<file path="src/design/bb5_pkg.sv">
// ----------------------------------------------------------------------------
// bb5_pkg: shared definitions of the 5x5 binomial blur
// Frame geometry, field widths, the pipeline control record and the
// symmetric five-tap weighting used for both the vertical and the
// horizontal pass of the separable kernel.
// ----------------------------------------------------------------------------
package bb5_pkg;

  localparam int unsigned FrameSize = 256;
  localparam int unsigned PixW      = 8;
  localparam int unsigned ColW      = $clog2(FrameSize);
  // Rows count on past the frame while fill requests drain the tail.
  localparam int unsigned RowW      = $clog2(FrameSize + 3);
  localparam int unsigned VsumW     = 12;
  localparam int unsigned HsumW     = 16;
  localparam int unsigned BlurShift = 8;
  localparam int unsigned Lines     = 4;

  localparam logic [RowW-1:0] RowFrame   = RowW'(FrameSize);
  localparam logic [RowW-1:0] RowLast    = RowW'(FrameSize - 1);
  localparam logic [RowW-1:0] RowInnerHi = RowW'(FrameSize - 3);
  localparam logic [RowW-1:0] RowTwo     = RowW'(2);
  localparam logic [ColW-1:0] ColLast    = ColW'(FrameSize - 1);
  localparam logic [ColW-1:0] ColInnerHi = ColW'(FrameSize - 3);
  localparam logic [ColW-1:0] ColTwo     = ColW'(2);

  typedef struct packed {
    logic emit;
    logic interior;
    logic frame_end;
  } bb5_flags_t;

  typedef struct packed {
    logic            push;
    bb5_flags_t      flags;
    logic [ColW-1:0] col;
  } bb5_item_t;

  // Weighted sum with taps 1, 4, 6, 4, 1.
  function automatic logic [HsumW-1:0] tap_sum5(input logic [4:0][VsumW-1:0] v);
    logic [HsumW-1:0] e0, e1, e2, e3, e4;
    e0 = HsumW'(v[0]);
    e1 = HsumW'(v[1]);
    e2 = HsumW'(v[2]);
    e3 = HsumW'(v[3]);
    e4 = HsumW'(v[4]);
    return e0 + (e1 << 2) + (e2 << 2) + (e2 << 1) + (e3 << 2) + e4;
  endfunction

endpackage

</file>
<file path="src/design/bb5_window.sv">
// ----------------------------------------------------------------------------
// bb5_window: column-sum window and horizontal pass
// Keeps the vertical sums of the last five columns and the centre pixels,
// and forms the blurred or passed-through pixel of the window.
// ----------------------------------------------------------------------------
module bb5_window import bb5_pkg::*; (
  input  logic             clk_i,
  input  logic             rst_ni,
  input  logic             adv_i,
  input  logic             b_valid_i,
  input  bb5_flags_t       flags_i,
  input  logic [VsumW-1:0] vsum_i,
  input  logic [PixW-1:0]  centre_i,
  output logic             res_valid_o,
  output logic [PixW-1:0]  res_pixel_o,
  output logic             res_frame_end_o
);

  logic [4:0][VsumW-1:0] vsum_q;
  logic [2:0][PixW-1:0]  cen_q;
  logic                  c_valid_q;
  bb5_flags_t            c_flags_q;
  logic [HsumW-1:0]      hsum;

  assign hsum            = tap_sum5(vsum_q);
  assign res_valid_o     = c_valid_q;
  assign res_pixel_o     = c_flags_q.interior ? hsum[BlurShift +: PixW] : cen_q[2];
  assign res_frame_end_o = c_flags_q.frame_end;

  always_ff @(posedge clk_i or negedge rst_ni) begin
    if (!rst_ni) begin
      c_valid_q <= 1'b0;
    end else if (adv_i) begin
      c_valid_q <= b_valid_i && flags_i.emit;
    end
  end

  always_ff @(posedge clk_i) begin
    if (adv_i && b_valid_i) begin
      vsum_q    <= {vsum_q[3:0], vsum_i};
      cen_q     <= {cen_q[1:0], centre_i};
      c_flags_q <= flags_i;
    end
  end

endmodule

</file>
<file path="config.mk">
export PLATFORM = sky130hd
export DESIGN_NAME = bb5_window
export DESIGN_NICKNAME = d
export VERILOG_FILES = /design/src/design/bb5_pkg.sv /design/src/design/bb5_window.sv
export SDC_FILE = /design/constraint.sdc
export NUM_CORES = 1
export LEC_CHECK = 0
export BUFFER_PORTS_ARGS = -buffer_cell sky130_fd_sc_hd__buf_4
export CELL_PAD_IN_SITES_DETAIL_PLACEMENT = 0
export CELL_PAD_IN_SITES_GLOBAL_PLACEMENT = 1
export CORE_MARGIN = 2
export CORE_UTILIZATION = 45
export CTS_CLUSTER_DIAMETER = 60
export CTS_CLUSTER_SIZE = 14
export DETAILED_ROUTE_END_ITERATION = 16
export GPL_ROUTABILITY_DRIVEN = 0
export PLACE_DENSITY_LB_ADDON = 0.1
export SETUP_SLACK_MARGIN = 0.4
export SLEW_MARGIN = 20
export SYNTH_ARGS = -nofsm -noshare
export SYNTH_HDL_FRONTEND = slang
export SYNTH_SLANG_ARGS = --single-unit
</file>
<file path="constraint.sdc">
create_clock -name clk_i -period 4.18 [get_ports clk_i]
set_clock_uncertainty 0.05 [all_clocks]
set_input_delay 0.418 -clock clk_i [delete_from_list [all_inputs] [get_ports clk_i]]
set_output_delay 0.418 -clock clk_i [all_outputs]
set_load 0.01 [all_outputs]
</file>
==> results_dict.tcl, run 1 <==
set metrics [dict create \
    finish.utilization_pct 57.48 \
    stdcell_area_um2 5593 \
    wl_um 7071 \
    max_freq_mhz 212.9 \
    crit_fanout 3 \
    clockBufferDepth 2 \
    final_net_count 480 \
    worst_slew_pin_slew_ps 447.7 \
    synthTopCellsByArea "edfxtp_1 57%, fa_1 20%, inv_1 9.2%" \
    period_needed_ps 4696 \
    r2r_cells 2 \
    critPathRequiredTime_ps 3710 \
    grt_usage_pct 14.83 \
    cts_tree "built" \
    n_antenna_cell 0 \
    use_met3_pct 4.073 \
    drtPass1Iterations 4 \
    io_buffers 36 \
    die_h_um 104.1 \
    finalSetupViolCount 8 \
    p_seq_share_pct 38.4 \
    syn_area_per_cell_um2 14.22 \
    busiest_layer "met2" \
    root_buffer "clkbuf_8" \
    synth.most_common_cell "inv_1" \
    min_period_over_period_pct 112.4 \
    hold_path_class "in2reg" \
    vias 2434 \
    core_um2 9729 \
    synth_top_cell_area_share_pct 57.29 \
    yosysUniqueCellTypes 40 \
    violations "negative setup slack" \
    grt_pass1_wl_um 12510 \
    p_clk_share_pct 24.1 \
    crit_arrival_ps 4230 \
    hp-start "vsum_i[1]" \
    grt_max_degree 87 \
    ys.flop_type "edfxtp_1" \
    dieArea_um2 10830 \
    insertion_delay_ps 350 \
    cts_buffers 9 \
    p_sw_share_pct 29.68 \
    r2r_start "vsum_q[10]$_DFFE_PP_" \
    yosys-top-cells-count "110 x inv_1, 86 x edfxtp_1, 44 x fa_1" \
    max_slew_margin_pct 70.15 \
    drc_errors 0 \
    synth-edff-count 86 \
    finalPower_mw 2.646 \
    critPathKind "reg2out" \
    synth_area_um2 4508 \
    dpl_cell_area_um2 5130 \
    power_leakage_nw 2.419 \
    ir_drop_mv 0.2577 \
    rows 36 \
    status "finished, violations left" \
    use_met1_pct 17.68 \
    clock-sinks 87 \
    layout_setup_ws_ps -516.3 \
    yosys.area.top_type "edfxtp_1" \
    drive_above_1_share_pct 31.50 \
    ant_nets 0 \
    end_kind "output pin" \
    globalRouteMet2Util_pct 25.89 \
    antenna_found_initial 0 \
    fin_setup_tns_ps -3465 \
    yosys_warnings 0 \
    cts-htree-levels 3 \
    grt_pass1_vias 2731 \
    async_reset_ff_share_pct 1.149 \
    via_per_inst 4.567 \
    ys_ff_latch 87 \
    dp.final_hpwl_um 5023 \
    areaGrowthSynthToFinish_pct 24.06 \
    p_sw_uw 785.4 \
    finalHoldViolations 0 \
    first_iter_violations 49 \
    power_density_nw_per_um2 473.1 \
    power_frac_comb_pct 37.5 \
    hold_end "vsum_q[1]$_DFFE_PP_" \
    internal-power_mw 1.861 \
    ios 37 \
    fin_cells 533 \
    routedWlPerCell_um 13.27 \
    rrSetupSlack_ps 3240 \
    min_path_cells 1 \
    clk_pin_slew_ps 90 \
    globalRouteOverflowTotal 0 \
    synth_seq_area_share_pct 57.84 \
    start_kind "register" \
    cap_violations 0 \
    die_w_um 104.1 \
    synthCells 317 \
    dp.cells 503 \
    r2r-end "vsum_q[22]$_DFFE_PP_" \
    rsz0062_at_grt "yes" \
    drv_slew 0 \
    start_util_pct 46.33 \
    syn_nets 402 \
]
[layout make-up]
type	instances	area [µm²]
fill	845	4136
clock buffer	9	123.9
multi-input combinational	119	1635
clock inverter	7	95.09
tap	133	166.4
timing repair buffer	68	551.8
sequential	87	2608
inverter	110	412.9
[power groups by stage]
stage / logic, mW / clock network, mW / registers, mW
final: 0.991 / 0.638 / 1.02
after global routing: 1.11 / 0.698 / 1.02
after CTS: 0.893 / 0.663 / 1.02
after detailed placement: 0.817 / 0 / 1.04
after global placement: 0.811 / 0 / 1.04
after floorplan: 0.524 / 0 / 1.03
[critical path, cell delays in order, from the launching register on]
cell	delay, ps
edfxtp_1	360
inv_1	70
fa_1	540
inv_1	50
fa_1	500
inv_1	50
fa_1	480
inv_1	60
ha_4	210
and4_4	190
a221o_1	400
a221o_2	420
xor2_2	160
mux2_4	260
buf_6	120
[placed cells by master (no fill, tap or decap), types with 2 or more instances in the layout]
| cell type | synthesis | layout |
|---|---|---|
| inv_2 | 0 | 14 |
| clkbuf_8 | 0 | 9 |
| and4_4 | 1 | 3 |
| a21oi_2 | 0 | 4 |
| edfxtp_1 | 86 | 86 |
| inv_1 | 110 | 96 |
| clkinv_2 | 0 | 2 |
| nor2b_1 | 2 | 2 |
| o2bb2ai_2 | 0 | 2 |
| a21oi_1 | 11 | 7 |
| buf_4 | 0 | 61 |
| ha_4 | 0 | 5 |
| ha_1 | 14 | 9 |
| fa_1 | 44 | 44 |
| mux2_2 | 2 | 2 |
| buf_6 | 0 | 5 |
| inv_6 | 0 | 2 |
| nand2_1 | 6 | 6 |
| nand3_1 | 3 | 3 |
| bufinv_16 | 0 | 2 |
| nand3b_1 | 3 | 3 |
| o21ai_0 | 4 | 2 |
[per-stage QoR]
step | hold WS [ps] | setup WS [ps]
floorplan | 72.41 | 135.0
global placement | 143.5 | -151.9
detailed placement | 144.1 | -170.6
CTS | 157.1 | -592.8
global route | 149.8 | -708.5
finish | 180.5 | -516.3
[flip-flops by register name, indices dropped and copies added (netlist names)]
| register | flops |
|---|---|
| c_flags_q | 1 |
| res_frame_end_o | 1 |
| cen_q | 24 |
| vsum_q | 60 |
| res_valid_o | 1 |
[worst max-delay path by stage]
stage / depth (start not counted) / end / slack (ps) / from
finish: 14 / res_pixel_o[4] / -520 / vsum_q[5]$_DFFE_PP_
global route: 14 / res_pixel_o[4] / -710 / vsum_q[14]$_DFFE_PP_
detailed placement: 14 / res_pixel_o[4] / -170 / vsum_q[4]$_DFFE_PP_
CTS: 14 / res_pixel_o[4] / -590 / vsum_q[4]$_DFFE_PP_
global placement: 14 / res_pixel_o[4] / -150 / vsum_q[4]$_DFFE_PP_
floorplan: 13 / res_pixel_o[4] / 140 / vsum_q[27]$_DFFE_PP_
[logic make-up after synthesis]
group                      count (synthesis)  synth area share, %
muxes                                      3               0.8325
DFF                                       87                57.84
and+or+nand+nor                           26                3.747
xor gates and xnor gates                   3               0.5830
AOI/OAI and AO/OA                         29                4.330
buffers and inverters                    111                9.242
adders and majority gates                 58                23.42
[per-layer routing]
metal	vias up	part of all wire [%]
met2	30	52
met5	-	0
met4	0	1.7
met3	10	2.9
met1	1221	43
li1	1173	-
[timing repair]
action / 4_1_cts / 5_1_grt
hold buffers: 1 / 0
buffers inserted: 9 / 3
endpoints found under the setup margin: 8 / 8
pin swaps: 15 / 21
gates cloned: 0 / 0
endpoints found under the hold margin: 1 / 0
gates resized for setup: 20 / 17
Power figures use the tool's default switching activity.
==> inputs of run 2 (changes only) <==
==> constraint.sdc (replaced) <==
create_clock -name clk_i -period 4.18 [get_ports clk_i]
set_clock_uncertainty 0.05 [all_clocks]
set_input_delay 0.209 -clock clk_i [delete_from_list [all_inputs] [get_ports clk_i]]
set_output_delay 0.209 -clock clk_i [all_outputs]
set_load 0.01 [all_outputs]
==> results_dict.tcl, run 2 (same netlist as run 1, synthesis figures left out) <==
set metrics [dict create \
    status "finished, violations left" \
    violations "negative setup slack" \
    core_um2 9729 \
    finalSetupViolCount 8 \
    cts-htree-levels 3 \
    wl_um 7299 \
    areaGrowthSynthToFinish_pct 29.89 \
    grt_pass1_wl_um 12700 \
    grt_max_degree 87 \
    end_kind "output pin" \
    insertion_delay_ps 360 \
    drtPass1Iterations 4 \
    min_period_over_period_pct 104.7 \
    cp_top_family "adder cells" \
    power_leakage_nw 2.471 \
    final_common_cell "edfxtp_1" \
    top_register "vsum_q" \
    die_w_um 104.1 \
    dpl_cell_area_um2 4996 \
    drv_slew 0 \
    ios 37 \
    globalRouteOverflowTotal 0 \
    min_path_cells 3 \
    drive_above_1_share_pct 33.10 \
    layout_common_cells "86 x edfxtp_1, 82 x inv_1, 58 x buf_4, 44 x fa_1, 28 x inv_2" \
    max_slew_margin_pct 64.08 \
    routedWlPerCell_um 13.20 \
    clock-sinks 87 \
    timing.critical_path.mode_cell "fa_1" \
    finish.utilization_pct 60.19 \
    top_regs "vsum_q x60, cen_q x24" \
    layout_setup_ws_ps -197.0 \
    max_stage_delay_ps 530 \
    stdcell_area_um2 5856 \
    dp.final_hpwl_um 4903 \
    clk_pin_slew_ps 80 \
    die_h_um 104.1 \
    worst_slew_pin_slew_ps 538.8 \
    crit_buf_inv 3 \
    hold_path_class "in2reg" \
    final_net_count 500 \
    crit_chain "fa_1, fa_1, inv_2, fa_1, inv_2, ha_4, and4_4, a221o_1, a221o_2, xor2_1, mux2_4, buf_6" \
    max_freq_mhz 228.5 \
    antenna_found_initial 0 \
    r2r_cells 2 \
    critPathRequiredTime_ps 3920 \
    root_buffer "clkbuf_8" \
    rows 36 \
    start_util_pct 46.33 \
    critPathKind "reg2out" \
    vias 2510 \
    crit_fanout 3 \
    finalPower_mw 2.680 \
    cap_violations 0 \
    io_buffers 36 \
    rsz0062_at_grt "yes" \
    crit_arrival_ps 4120 \
    finalHoldViolations 0 \
    cts_tree "built" \
    clockBufferDepth 2 \
    start_kind "register" \
    period_needed_ps 4377 \
    power_density_nw_per_um2 457.6 \
    grt_usage_pct 15.22 \
    drc_errors 0 \
    dieArea_um2 10830 \
    n_antenna_cell 0 \
    first_iter_violations 90 \
    ant_nets 0 \
    cts_buffers 9 \
    via_per_inst 4.539 \
    ir_drop_mv 0.2284 \
    critPathSlowestCell "fa_1" \
    grt_pass1_vias 2816 \
    fin_setup_tns_ps -1142 \
    largest_reg_flops 60 \
    path_depth 12 \
]
## run 2: cell types whose count changed in the layout (fill, tap and decap cells not counted), sizes merged
cell         before  now
dlygate4sd3       1   24
buf              67   64
clkinv            2    4
inv             112  110
bufinv            2    1
clkbuf            9   10
## run 2: worst paths after layout
path,to,from,slack [ps]
setup / recovery,res_pixel_o[4],vsum_q[28]$_DFFE_PP_,-200
hold / removal,res_valid_o$_DFFE_PN0P_,flags_i[2],20
setup reg to reg,vsum_q[16]$_DFFE_PP_,vsum_q[4]$_DFFE_PP_,3200
hold reg to reg,cen_q[13]$_DFFE_PP_,cen_q[5]$_DFFE_PP_,370
max in group asynchronous,res_valid_o$_DFFE_PN0P_,rst_ni,3890
min in group asynchronous,res_valid_o$_DFFE_PN0P_,rst_ni,110
## run 2: worst reg2reg max path, delay by kind of cell, from the launching register on
family	cells	cell delay [ps]
DFF	1	420
buffers and inverters	2	270
## run 2: area by class of cell
class | instances | area, µm²
inverter | 110 | 412.9
clock buffer | 10 | 127.6
fill | 831 | 3874
clock inverter | 6 | 61.31
timing repair buffer | 88 | 752.0
sequential | 87 | 2608
tap | 133 | 166.4
multi-input combinational | 119 | 1728
## run 2: metal layers
layer / up-vias / GRT usage [%] / wire, µm
met5: - / 0 / 0
met4: 0 / 6.081 / 126
met3: 11 / 3.571 / 179
met2: 29 / 26.74 / 3792
met1: 1257 / 18.08 / 3200
li1: 1213 / - / -
## run 2: timing repair
| action | in CTS | in global routing |
|---|---|---|
| pin swaps | 19 | 32 |
| resized for setup | 26 | 39 |
| hold buffers | 24 | 0 |
| setup buffers | 13 | 12 |
| endpoints found under the setup margin | 8 | 8 |
| hold endpoints to repair | 24 | 0 |
## run 2: metrics by stage
stage,hold slack [ps],setup WS [ps],instances
global placement,-65.74,41.62,487
finish,20.58,-197.0,553
detailed placement,-62.33,47.25,487
global route,45.75,-335.1,553
CTS,3.941,-268.8,540
floorplan,-136.6,344.0,317
## run 2: report_power, final
part	total [mW]	internal (mW)	switching, mW
sequential	1.02	0.998	0.0190
clock	0.567	0.274	0.293
combinational	1.10	0.587	0.508
