### src/design/bb5_pkg.sv
// ----------------------------------------------------------------------------
// bb5_pkg: shared definitions of the 5x5 binomial blur
// Frame geometry, field widths, the pipeline control record and the
// symmetric five-tap weighting used for both the vertical and the
// horizontal pass of the separable kernel.
// ----------------------------------------------------------------------------
package bb5_pkg;

  localparam int unsigned FrameSize = 256;
  localparam int unsigned PixW      = 8;
  localparam int unsigned ColW      = $clog2(FrameSize);
  // Rows count on past the frame while fill requests drain the tail.
  localparam int unsigned RowW      = $clog2(FrameSize + 3);
  localparam int unsigned VsumW     = 12;
  localparam int unsigned HsumW     = 16;
  localparam int unsigned BlurShift = 8;
  localparam int unsigned Lines     = 4;

  localparam logic [RowW-1:0] RowFrame   = RowW'(FrameSize);
  localparam logic [RowW-1:0] RowLast    = RowW'(FrameSize - 1);
  localparam logic [RowW-1:0] RowInnerHi = RowW'(FrameSize - 3);
  localparam logic [RowW-1:0] RowTwo     = RowW'(2);
  localparam logic [ColW-1:0] ColLast    = ColW'(FrameSize - 1);
  localparam logic [ColW-1:0] ColInnerHi = ColW'(FrameSize - 3);
  localparam logic [ColW-1:0] ColTwo     = ColW'(2);

  typedef struct packed {
    logic emit;
    logic interior;
    logic frame_end;
  } bb5_flags_t;

  typedef struct packed {
    logic            push;
    bb5_flags_t      flags;
    logic [ColW-1:0] col;
  } bb5_item_t;

  // Weighted sum with taps 1, 4, 6, 4, 1.
  function automatic logic [HsumW-1:0] tap_sum5(input logic [4:0][VsumW-1:0] v);
    logic [HsumW-1:0] e0, e1, e2, e3, e4;
    e0 = HsumW'(v[0]);
    e1 = HsumW'(v[1]);
    e2 = HsumW'(v[2]);
    e3 = HsumW'(v[3]);
    e4 = HsumW'(v[4]);
    return e0 + (e1 << 2) + (e2 << 2) + (e2 << 1) + (e3 << 2) + e4;
  endfunction

endpackage

### src/design/bb5_ctrl.sv
// ----------------------------------------------------------------------------
// bb5_ctrl: raster position tracking
// Follows the input and output raster positions and decides for each
// request whether it is pushed, whether it produces a pixel and how.
// ----------------------------------------------------------------------------
module bb5_ctrl import bb5_pkg::*; (
  input  logic      clk_i,
  input  logic      rst_ni,
  input  logic      accept_i,
  input  logic      fill_i,
  output bb5_item_t item_o
);

  logic [RowW-1:0] in_row_q, in_row_d, out_row_q, out_row_d;
  logic [ColW-1:0] in_col_q, in_col_d, out_col_q, out_col_d;
  logic [RowW-1:0] cur_row, cur_orow;
  logic [ColW-1:0] cur_col, cur_ocol;
  logic            restart, done, drop, started;

  always_comb begin
    // A real pixel after the frame is complete opens a new frame.
    restart  = !fill_i && (in_row_q >= RowFrame);
    cur_row  = restart ? '0 : in_row_q;
    cur_col  = restart ? '0 : in_col_q;
    cur_orow = restart ? '0 : out_row_q;
    cur_ocol = restart ? '0 : out_col_q;
    done     = !restart && (out_row_q == RowFrame);
    drop     = fill_i && done;
    started  = (cur_row > RowTwo) || ((cur_row == RowTwo) && (cur_col >= ColTwo));

    item_o.push            = !drop;
    item_o.flags.emit      = !drop && started && !done;
    item_o.flags.interior  = (cur_orow >= RowTwo) && (cur_orow <= RowInnerHi) &&
                             (cur_ocol >= ColTwo) && (cur_ocol <= ColInnerHi);
    item_o.flags.frame_end = (cur_orow == RowLast) && (cur_ocol == ColLast);
    item_o.col             = cur_col;

    if (cur_col == ColLast) begin
      in_col_d = '0;
      in_row_d = cur_row + RowW'(1);
    end else begin
      in_col_d = cur_col + ColW'(1);
      in_row_d = cur_row;
    end

    out_row_d = cur_orow;
    out_col_d = cur_ocol;
    if (item_o.flags.emit) begin
      if (cur_ocol == ColLast) begin
        out_col_d = '0;
        out_row_d = cur_orow + RowW'(1);
      end else begin
        out_col_d = cur_ocol + ColW'(1);
      end
    end
  end

  always_ff @(posedge clk_i or negedge rst_ni) begin
    if (!rst_ni) begin
      in_row_q  <= '0;
      in_col_q  <= '0;
      out_row_q <= '0;
      out_col_q <= '0;
    end else if (accept_i && item_o.push) begin
      in_row_q  <= in_row_d;
      in_col_q  <= in_col_d;
      out_row_q <= out_row_d;
      out_col_q <= out_col_d;
    end
  end

`ifndef SYNTH
  a_col_range: assert property (@(posedge clk_i) disable iff (!rst_ni)
    in_col_q <= ColLast)
    else $error("input column beyond frame");
  a_out_row_range: assert property (@(posedge clk_i) disable iff (!rst_ni)
    out_row_q <= RowFrame)
    else $error("output row beyond frame");
  a_out_behind_in: assert property (@(posedge clk_i) disable iff (!rst_ni)
    (out_row_q != RowFrame) |-> (out_row_q <= in_row_q))
    else $error("output position ahead of input position");
`endif

endmodule

### config.mk
export PLATFORM = sky130hd
export DESIGN_NAME = bb5_ctrl
export DESIGN_NICKNAME = d
export VERILOG_FILES = /design/src/design/bb5_pkg.sv /design/src/design/bb5_ctrl.sv
export SDC_FILE = /design/constraint.sdc
export NUM_CORES = 1
export LEC_CHECK = 0
export BUFFER_PORTS_ARGS = -buffer_cell sky130_fd_sc_hd__buf_2
export CAP_MARGIN = 0
export CORE_ASPECT_RATIO = 0.75
export CORE_MARGIN = 2
export CORE_UTILIZATION = 30
export CTS_CLUSTER_DIAMETER = 40
export DETAILED_ROUTE_END_ITERATION = 8
export GPL_TIMING_DRIVEN = 0
export HOLD_SLACK_MARGIN = 0.08
export SLEW_MARGIN = 20
export SYNTH_ARGS = -nofsm -noshare
export SYNTH_HDL_FRONTEND = slang
export SYNTH_SLANG_ARGS = --single-unit
### constraint.sdc
create_clock -name clk_i -period 7.08 [get_ports clk_i]
set_input_delay 1.416 -clock clk_i [delete_from_list [all_inputs] [get_ports clk_i]]
set_output_delay 1.416 -clock clk_i [all_outputs]
set_load 0.005 [all_outputs]
==> metrics.md, run 1 <==
| Metric | Value |
|---|---|
| Final period util | `81.58%` |
| Initial drt markers | `approximately 240` |
| Post-CTS Resized | `0` |
| Top_reg_cell synth | `dfrtp_1` |
| Seq cells post-synth | `34` |
| Critical Path AT | `roughly 4.4 ns` |
| Register-to-Register Path Depth | `11` |
| CP Capture Type | `primary output` |
| Leak | `1.106 nW` |
| Tmin final | `slightly below 6 ns` |
| Vias per std cell | `between 5 and 6` |
| Max IR drop VDD | `between 0.07 and 0.08 mV` |
| Initial core utilization | `just over 30%` |
| Slew of the pin with the lowest slew margin | `0.7877 ns` |
| Synth warn | `0` |
| Max_cap viols | `0` |
| Total power | `0.0004662 W` |
| CP required | `~5.7 ns` |
| Run status | `finished clean` |
| Area grow syn2layout | `12.35%` |
| GRT Residual Overflow | `0` |
| Hold Buf Count CTS | `0` |
| Final ANT Viol Nets | `0` |
| Wirelength per Cell | `~15 microns` |
| HPWL after DPL | `around 4400 microns` |
| Count of input and output buffers | `15` |
| TritonCTS Buffers | `5` |
| Sequential cell area | `850.8 sq um` |
| Post-synth EDFFs | `0` |
| Post-CTS setup buffer count | `0` |
| DR DRC count | `0` |
| Worst-path fanout max | `10` |
| Post-synth ARST share | `100.0%` |
| Mapped Nets | `290` |
| Clock root buffer master | `clkbuf_8` |
| CORE AREA | `slightly below 8000 sq um` |
| CTS tree | `done` |
| Diodes inserted | `0` |
| Max Root-Sink Buffers | `2` |
| Hold Crit Class | `reg -> reg` |
| Final hold vios | `0` |
| Critical path class | `in -> out` |
| Initial antenna violation count | `0` |
| Multi-input combinational cell area | `approximately 1400 sq um` |
| Hold Crit Depth | `1` |
| Fillers | `between 800 and 900` |
| Max_slew headroom | `between 40% and 50%` |
| Vias | `around 2,100` |
| Fin nets | `around 310` |
| Mapped Cells | `274` |
| GRT Util Overall | `roughly 15%` |
| DR pass1 iterations | `5` |
| Sink Count | `34` |
| RSZ-0062 raised after global routing | `false` |
| Post-synthesis sequential area ratio | `about 36%` |
| H-tree level count | `2` |
| Die area | `approximately 8600 sq um` |
| Mapped Area | `between 2000 and 2500 sq um` |
| Die H | `80.97 microns` |
| Io pins | `16` |
| Yosys cell types | `52` |
| Pin count of the biggest net entering global routing | `35` |
| Total wire length | `6044 microns` |
| Vias in the first global route | `slightly above 2,000` |
| Clk slew on worst S/H paths | `0.07 ns` |
| First-pass GRT wire length | `10,410 microns` |
| Worst-skew pair later-pin latency | `0.29 ns` |
| Gpl congestion | `about 0.88` |
| Power Density | `about 180 nW/um^2` |
| Setup TNS | `0 ns` |
| Share of cells above drive strength 1 | `~12%` |
| Crit start category | `input pin` |
| Worst hold slack | `0.5072 ns` |
| Clock Skews | `between 0.007 and 0.008 ns` |
| Syn avg cell area | `just under 9 sq um` |
| Max frequency | `0.1731 GHz` |
| Slew Viols, Final | `0` |
| Die width | `106.6 microns` |
| Final setup violation count | `0` |
| Num rows | `28` |
==> report_power, final <==
part	leakage (nW)	total, W	internal (W)	switching (W)
logic	0.602	0.0000827	0.0000375	0.0000453
clock network	0.0452	0.000148	0.0000695	0.0000784
registers	0.458	0.000236	0.000210	0.0000251
==> worst paths after layout <==
| path | startpoint | endpoint | slack [ns] |
|---|---|---|---|
| max | fill_i | item_o[10] | 1.30 |
| min | in_row_q[0] | in_row_q[0] | 0.51 |
| max reg2reg | in_row_q[8] | out_col_q[5] | 3.67 |
| min reg2reg | in_row_q[0] | in_row_q[0] | 0.51 |
| max in group asynchronous | rst_ni | in_row_q[7] | 5.38 |
| min in group asynchronous | rst_ni | in_col_q[3] | 1.20 |
==> layout by cell type (no fill, tap or decap), types with 5 or more instances in the layout <==
cell type and count:
a21oi_1 9, and2_1 13, and3_1 6, buf_2 17, clkbuf_1 6, clkbuf_8 5, dfrtp_1 34, ha_1 12
inv_1 7, mux2i_1 6, nand2_1 54, nand3_1 13, nand4_1 11, nor2_1 13, nor3_1 11, nor4_1 11
o21ai_0 7, xnor2_1 11
==> state kept, by name (all words and copies together) (netlist names) <==
register and flops:
in_col_q 8, in_row_q 9, out_col_q 8, out_row_q 9
==> cells by family after synthesis <==
logic type	count (synthesis)	synth area share, %
simple gates	151	34.00
compound gates	41	13.09
flops	34	35.90
buf+inv	16	2.957
xor+xnor	14	5.174
fa+ha+maj	12	6.336
mux	6	2.534
==> worst max-delay path: stages <==
cell and delay (ns):
buf_2 0.16, nand2b_1 0.29, buf_2 0.30, clkbuf_1 0.44
and2_1 0.24, ha_1 0.27, nand2b_1 0.15, a31oi_1 0.14
a211oi_4 0.52, buf_6 0.22, nor2_1 0.07, buf_2 0.15
==> layer usage <==
metal  GRT usage (%)  vias up  wire (microns)
li1                -     1030               -
met1           23.04     1023            3155
met2           21.91       72            2488
met3           3.210        6             356
met4           3.766        0              44
met5               0        -               0
==> metrics by stage <==
step	cell area (sq um)	utilization, %	cells	setup slack (ns)
detailed placement	2576	33.12	394	1.308
global route	2663	34.23	402	1.067
floorplan	2370	-	274	2.401
global placement	2576	33.12	394	1.333
CTS	2663	34.23	402	1.307
finish	2663	34.23	402	1.304
==> synth_stat cells (5+ instances only) <==
cell | number | area (sq um)
ha_1 | 12 | 150.1
mux2i_1 | 6 | 60.06
nand2_1 | 54 | 202.7
and2_1 | 13 | 81.33
nor2_1 | 13 | 48.80
nor4_1 | 11 | 68.82
dfrtp_1 | 34 | 850.8
inv_1 | 7 | 26.28
and3_1 | 6 | 37.54
nand3_1 | 13 | 65.06
o21ai_0 | 7 | 35.03
nor3_1 | 11 | 55.05
a21oi_1 | 9 | 45.04
xnor2_1 | 11 | 96.34
nand4_1 | 11 | 68.82
clkbuf_1 | 5 | 18.77
==> layout make-up <==
type | count | area share, %
Inverter | 7 | 0.9868
Clock buffer | 6 | 2.726
Sequential cell | 34 | 31.95
Clock inverter | 2 | 0.5169
Timing Repair Buffer | 15 | 2.820
Buffer | 9 | 1.645
Tap cell | 105 | 4.934
Multi-Input combinational cell | 224 | 54.42
Note: power is estimated with default switching activity, not from simulation.
==> run 2: changes to the inputs <==
- ABC_AREA: unset -> 1
- clock period: 7.08 -> 5.3 ns (I/O delays scaled with it)
==> metrics.md, run 2 <==
| Metric | Value |
|---|---|
| Synth warn | `0 (unchanged)` |
| Register-to-Register Path Depth | `14 (+3)` |
| Max_slew headroom | `46.79% (-0.70 points)` |
| Post-synth top area share | `31.76% (-4.1 points)` |
| Largest stage delay on the critical path | `0.36 ns (-0.16 ns)` |
| CORE AREA | `8563 sq um (+10%)` |
| Initial antenna violation count | `0 (unchanged)` |
| Crit start category | `input pin` |
| CTS tree | `done` |
| Gpl congestion | `0.8939 (+2.1%)` |
| TritonCTS Buffers | `5 (unchanged)` |
| CP dominant cell by count | `buf_2` |
| Clock Skews | `0.004387 ns (-0.002782 ns)` |
| Metal3 WL | `548 microns (+54%)` |
| Clock root buffer master | `clkbuf_16` |
| Post-CTS Resized | `0 (unchanged)` |
| Critical path class | `in -> out` |
| Max_cap viols | `0 (unchanged)` |
| Hold Crit Depth | `2 (+1)` |
| Top cells by count, synth | `nand2_1, inv_1, nor2_1, dfrtp_1, nand3_1` |
| Vias per std cell | `4.737 (-11%)` |
| H-tree level count | `2 (unchanged)` |
| Post-placement worst setup slack | `0.9408 ns (-0.3674 ns)` |
| Slew Viols, Final | `0 (unchanged)` |
| Run status | `finished clean` |
| Leak | `1.694 nW (+53%)` |
| Count of input and output buffers | `15 (unchanged)` |
| RSZ-0062 raised after global routing | `false` |
| Num rows | `29 (+3.6%)` |
| Slew of the pin with the lowest slew margin | `0.7982 ns (+0.01052 ns)` |
| Reg2reg start | `in_row_q[8]` |
| Post-CTS setup buffer count | `0 (unchanged)` |
| Post-synthesis sequential area ratio | `31.76% (-4.1 points)` |
| Die H | `85.84 microns (+6.0%)` |
| Crit path cell chain | `buf_2 -> nor2_2 -> buf_2 -> nor2_1 -> ha_1 -> o211ai_1 -> o21ai_0 -> a21oi_1 -> buf_2 -> buf_2` |
| Syn avg cell area | `6.201 sq um (-28%)` |
| Vias | `2,667 (+25%)` |
| Post-synth EDFFs | `0 (unchanged)` |
| Leading area contributor after synthesis | `dfrtp_1` |
| Top flop regs | `in_row_q x9, out_row_q x9` |
| Wirelength per Cell | `12.55 microns (-17%)` |
| Power Density | `297.0 nW/um^2 (+70%)` |
| Final period util | `just over 80%` |
| Final hold vios | `0 (unchanged)` |
| Final setup violation count | `0 (unchanged)` |
| Area contributors post-synth | `dfrtp_1, nand2_1, inv_1, nor2_1, ha_1` |
| Clk slew on worst S/H paths | `0.06 ns (about the same)` |
| Vias in the first global route | `2,580 (+25%)` |
| Mapped Area | `2679 sq um (+13%)` |
| Initial core utilization | `31.28% (+0.81 points)` |
| Seq cells post-synth | `34 (unchanged)` |
| Sink Count | `34 (unchanged)` |
| HPWL after DPL | `5245 microns (+19%)` |
| Max frequency | `around 0.23 GHz` |
| Fin nets | `470 (+51%)` |
| Die area | `9709 sq um (+12%)` |
| Total wire length | `7065 microns (+17%)` |
| M1 WL | `3511 microns (+11%)` |
| DR DRC count | `0 (unchanged)` |
| Diodes inserted | `0 (unchanged)` |
| Mapped Nets | `448 (+54%)` |
| Max IR drop VDD | `0.1202 mV (+63%)` |
| GRT Residual Overflow | `0 (unchanged)` |
| Share of cells above drive strength 1 | `9.670% (-2.5 points)` |
| Tmin final | `~4.4 ns` |
| Worst-path fanout max | `10 (unchanged)` |
| Hold endpoint | `out_col_q[7]` |
| Setup TNS | `0 ns (unchanged)` |
| DR pass1 iterations | `5 (unchanged)` |
| Io pins | `16 (unchanged)` |
| Hold Buf Count CTS | `0 (unchanged)` |
| Yosys cell types | `28 (-46%)` |
| Hold Crit Class | `reg -> reg` |
| Worst-skew pair later-pin latency | `0.28 ns (about the same)` |
| Met2 WL | `2941 microns (+18%)` |
| Most common cell in the netlist | `nand2_1` |
| R2r setup slk | `2.43 ns (-1.24 ns)` |
| Worst Min Path Start | `out_col_q[7]` |
| Initial drt markers | `123 (-49%)` |
| Area grow syn2layout | `13.50%` |
| Die width | `113.1 microns (+6.1%)` |
| Top_reg_cell synth | `dfrtp_1` |
| Worst R2R End | `out_col_q[7]` |
| Pin count of the biggest net entering global routing | `35 (unchanged)` |
| CP Capture Type | `primary output` |
| Post-synth ARST share | `100.0% (unchanged)` |
| Mapped Cells | `432 (+58%)` |
| GRT Util Overall | `16.15% (+0.92 points)` |
| Final worst setup slack | `0.9015 ns (-0.4025 ns)` |
| CP required | `4.24 ns (-1.42 ns)` |
| Max Root-Sink Buffers | `2 (unchanged)` |
| Final ANT Viol Nets | `0 (unchanged)` |
| First-pass GRT wire length | `12,500 microns (+20%)` |
| Highest Signal Layer | `met4` |
| Crit path max-delay cell type | `a21oi_1` |
| Most frequent cells in the layout | `nand2_1, inv_1, nor2_1` |
| Critical Path AT | `3.34 ns (-1.02 ns)` |
| Commonest non-fill, non-tap cell in the layout | `nand2_1` |
==> run 2: changes by cell type in the layout (fill, tap and decap cells not counted), sizes merged, moves of 6 or more <==
cell,previous run,this run
and3,6,0
inv,7,58
nor4,13,1
nand2,54,193
xnor2,11,4
a21oi,9,2
mux2i,6,0
xor2,3,10
o21ai,9,19
and2,13,0
nand3,13,26
nor2,14,43
==> run 2: routing by layer <==
metal | track usage [%] | vias to the layer above
li1 | - | 1367
met1 | 23.55 | 1216
met2 | 24.66 | 79
met4 | 4.435 | 0
met5 | 0 | -
met3 | 2.827 | 5
==> run 2: area by class of cell <==
cell class	instances	area, sq um
Tap cell	108	135.1
Clock buffer	6	138.9
Clock inverter	2	12.51
Multi-Input combinational cell	329	1555
Buffer	11	55.05
Fill cell	947	5523
Sequential cell	34	850.8
Timing Repair Buffer	15	75.07
Inverter	58	217.7
==> run 2: cell families (layout without fill, tap and decap cells) <==
logic type | after synthesis | count (layout) | synth area share, %
and+or+nand+nor | 278 | 278 | 42.46
buffers and inverters | 69 | 92 | 10.18
DFF | 34 | 34 | 31.76
AOI/OAI and AO/OA | 25 | 25 | 5.418
xor gates and xnor gates | 14 | 14 | 4.577
adders and majority gates | 12 | 12 | 5.605
==> run 2: how the worst max path moves through the flow <==
stage / startpoint / end / slack, ns / cells past startpoint
global route: fill_i / item_o[10] / 0.76 / 10
floorplan: fill_i / item_o[8] / 1.68 / 13
global placement: fill_i / item_o[10] / 0.93 / 10
detailed placement: fill_i / item_o[10] / 0.94 / 10
CTS: fill_i / item_o[10] / 0.94 / 10
finish: fill_i / item_o[10] / 0.90 / 10
==> run 2: power by group <==
part / leakage [nW] / internal, W / switching, W
Combinational: 1.16 / 0.0000999 / 0.000168
Clock: 0.0729 / 0.000186 / 0.000119
Sequential: 0.463 / 0.000298 / 0.0000323
==> run 2: worst max-delay path, delay by kind of cell <==
kind | cells | cell delay [ns]
buf+inv | 4 | 0.93
fa+ha+maj | 1 | 0.26
simple gates | 2 | 0.34
compound gates | 3 | 0.73
==> run 2: stage by stage <==
stage | instances | hold slack (ns) | total power, W | cell area, sq um | utilization, %
after floorplan | 432 | 0.4489 | 0.0005209 | 2679 | -
after global placement | 555 | 0.4637 | 0.0005947 | 2889 | 33.74
after detailed placement | 555 | 0.4696 | 0.0006011 | 2889 | 33.74
after CTS | 563 | 0.4845 | 0.0009106 | 3040 | 35.51
after global routing | 563 | 0.4963 | 0.0009730 | 3040 | 35.51
final | 563 | 0.4807 | 0.0009029 | 3040 | 35.51
==> run 3: changes to the inputs <==
- clock period: 5.3 -> 3.8 ns (I/O delays scaled with it)
==> metrics.md, run 3 (same netlist as run 2, synthesis figures left out) <==
| Metric | Value |
|---|---|
| Run status | `finished clean` |
| Reg2reg start | `in_row_q[8]` |
| Initial drt markers | `157 (+28%)` |
| GRT Util Overall | `16.15% (unchanged)` |
| Gpl congestion | `0.8939 (unchanged)` |
| Sink Count | `34 (unchanged)` |
| Hold Crit Depth | `2 (unchanged)` |
| GRT Residual Overflow | `0 (unchanged)` |
| Multi-input combinational cell area | `1564 sq um (+0.56%)` |
| Clock root buffer master | `clkbuf_16` |
| Crit start category | `input pin` |
| CORE AREA | `8563 sq um (unchanged)` |
| Vias per std cell | `4.703 (-0.71%)` |
| R2r setup slk | `0.89 ns (-1.54 ns)` |
| Pin count of the biggest net entering global routing | `35 (unchanged)` |
| CTS tree | `done` |
| H-tree level count | `2 (unchanged)` |
| Initial antenna violation count | `0 (unchanged)` |
| Worst Min Path Start | `out_col_q[7]` |
| Max IR drop VDD | `0.1675 mV (+39%)` |
| HPWL after DPL | `5245 microns (unchanged)` |
| Post-CTS setup buffer count | `0 (unchanged)` |
| Sequential cell area | `850.8 sq um (unchanged)` |
| Slew of the pin with the lowest slew margin | `0.8021 ns (+0.003885 ns)` |
| Final ANT Viol Nets | `0 (unchanged)` |
| Fin nets | `470 (unchanged)` |
| Critical path class | `in -> out` |
| Fillers | `945 (-0.21%)` |
| Commonest non-fill, non-tap cell in the layout | `nand2_1` |
| Crit path max-delay cell type | `clkbuf_4` |
| Hold endpoint | `out_col_q[7]` |
| Hold Buf Count CTS | `0 (unchanged)` |
| CP required | `3.04 ns (-1.20 ns)` |
| Total power | `0.001260 W (+40%)` |
| Leak | `1.693 nW (about the same)` |
| Worst R2R End | `out_col_q[7]` |
| Diodes inserted | `0 (unchanged)` |
| Setup TNS | `0 ns (unchanged)` |
| Io pins | `16 (unchanged)` |
| Final hold vios | `0 (unchanged)` |
| Max Root-Sink Buffers | `2 (unchanged)` |
| DR pass1 iterations | `5 (unchanged)` |
| CP dominant cell by count | `buf_2` |
| Top flop regs | `in_row_q x9, out_row_q x9` |
| Critical Path AT | `2.88 ns (-0.46 ns)` |
| Power Density | `412.8 nW/um^2 (+39%)` |
| Vias | `2,648 (-0.71%)` |
| Top delay family on crit path | `buffers and inverters` |
| Max frequency | `between 0.2 and 0.3 GHz` |
| Share of cells above drive strength 1 | `10.11% (+0.44 points)` |
| Clock Skews | `0.003668 ns (-0.0007190 ns)` |
| Worst-path fanout max | `10 (unchanged)` |
| Initial core utilization | `31.28% (unchanged)` |
| Crit path cell chain | `buf_2 -> nor2_2 -> clkbuf_4 -> nor2_1 -> ha_1 -> o211ai_1 -> o21ai_0 -> a21oi_2 -> buf_2 -> buf_2` |
| Register-to-Register Path Depth | `14 (unchanged)` |
| Worst-skew pair later-pin latency | `0.28 ns (about the same)` |
| Post-CTS Resized | `0 (unchanged)` |
| Post-layout util | `35.64% (+0.13 points)` |
| Hold Crit Class | `reg -> reg` |
| Die H | `85.84 microns (unchanged)` |
| Total wire length | `7083 microns (+0.25%)` |
| Worst hold slack | `0.4793 ns (-0.001345 ns)` |
| Area grow syn2layout | `13.92%` |
| Num rows | `29 (unchanged)` |
| First-pass GRT wire length | `12,500 microns (unchanged)` |
| Clk slew on worst S/H paths | `0.06 ns (about the same)` |
| DR DRC count | `0 (unchanged)` |
| Most frequent cells in the layout | `nand2_1, inv_1, nor2_1` |
| CP Capture Type | `primary output` |
| Slew Viols, Final | `0 (unchanged)` |
| Largest stage delay on the critical path | `0.29 ns (-0.07 ns)` |
| Final period util | `about 96%` |
| Max_slew headroom | `46.53% (-0.26 points)` |
| Bufs and invs on worst path | `4 (unchanged)` |
| Vias in the first global route | `2,580 (unchanged)` |
| Wirelength per Cell | `12.58 microns (+0.25%)` |
| Tmin final | `roughly 3.6 ns` |
| Final setup violation count | `0 (unchanged)` |
| TritonCTS Buffers | `5 (unchanged)` |
| Count of input and output buffers | `15 (unchanged)` |
| Die width | `113.1 microns (unchanged)` |
| Die area | `9709 sq um (unchanged)` |
| Max_cap viols | `0 (unchanged)` |
==> run 3: cell types whose count changed in the layout (fill, tap and decap cells not counted) <==
cell | before | now
nor3_1 | 6 | 5
buf_2 | 23 | 22
nor3_2 | 2 | 3
clkbuf_4 | 0 | 1
a21oi_1 | 2 | 1
a21oi_2 | 0 | 1
==> run 3: worst min-delay path, stage by stage (launching register included) <==
cell and delay, ns:
dfrtp_1 0.34, nand2_1 0.05, nand2_1 0.06
==> run 3: worst max-delay path by stage <==
stage | start | endpoint | depth (start not counted)
finish | fill_i | item_o[10] | 10
global route | fill_i | item_o[10] | 10
CTS | fill_i | item_o[10] | 10
detailed placement | fill_i | item_o[10] | 10
global placement | fill_i | item_o[10] | 10
floorplan | fill_i | item_o[8] | 13
==> run 3: per-stage QoR <==
| stage | setup slack (ns) | instance area [sq um] | cells |
|---|---|---|---|
| finish | 0.1631 | 3052 | 563 |
| global route | -0.01073 | 3052 | 563 |
| CTS | 0.03758 | 3040 | 563 |
| detailed placement | 0.04076 | 2889 | 555 |
| global placement | 0.03165 | 2889 | 555 |
| floorplan | 0.7845 | 2679 | 432 |
==> run 3: layout make-up <==
class / count / area share (%)
Tap cell: 108 / 4.428
Multi-Input combinational cell: 329 / 51.25
Clock buffer: 6 / 4.551
Inverter: 58 / 7.134
Buffer: 11 / 1.886
Sequential cell: 34 / 27.88
Clock inverter: 2 / 0.4100
Timing Repair Buffer: 15 / 2.460
==> run 3: where the power goes <==
part,internal (W),switching [W]
sequential,0.000416,0.0000458
combinational,0.000140,0.000234
clock,0.000260,0.000165
total,0.000815,0.000445
==> run 3: routing by layer <==
layer | wire length [microns] | share of wire [%] | vias up | global-route usage [%]
met5 | 0 | 0 | - | 0
met4 | 65 | 0.92 | 0 | 4.435
met3 | 478 | 6.7 | 5 | 2.827
met2 | 3026 | 43 | 65 | 24.66
met1 | 3511 | 50 | 1210 | 23.55
li1 | - | - | 1368 | -
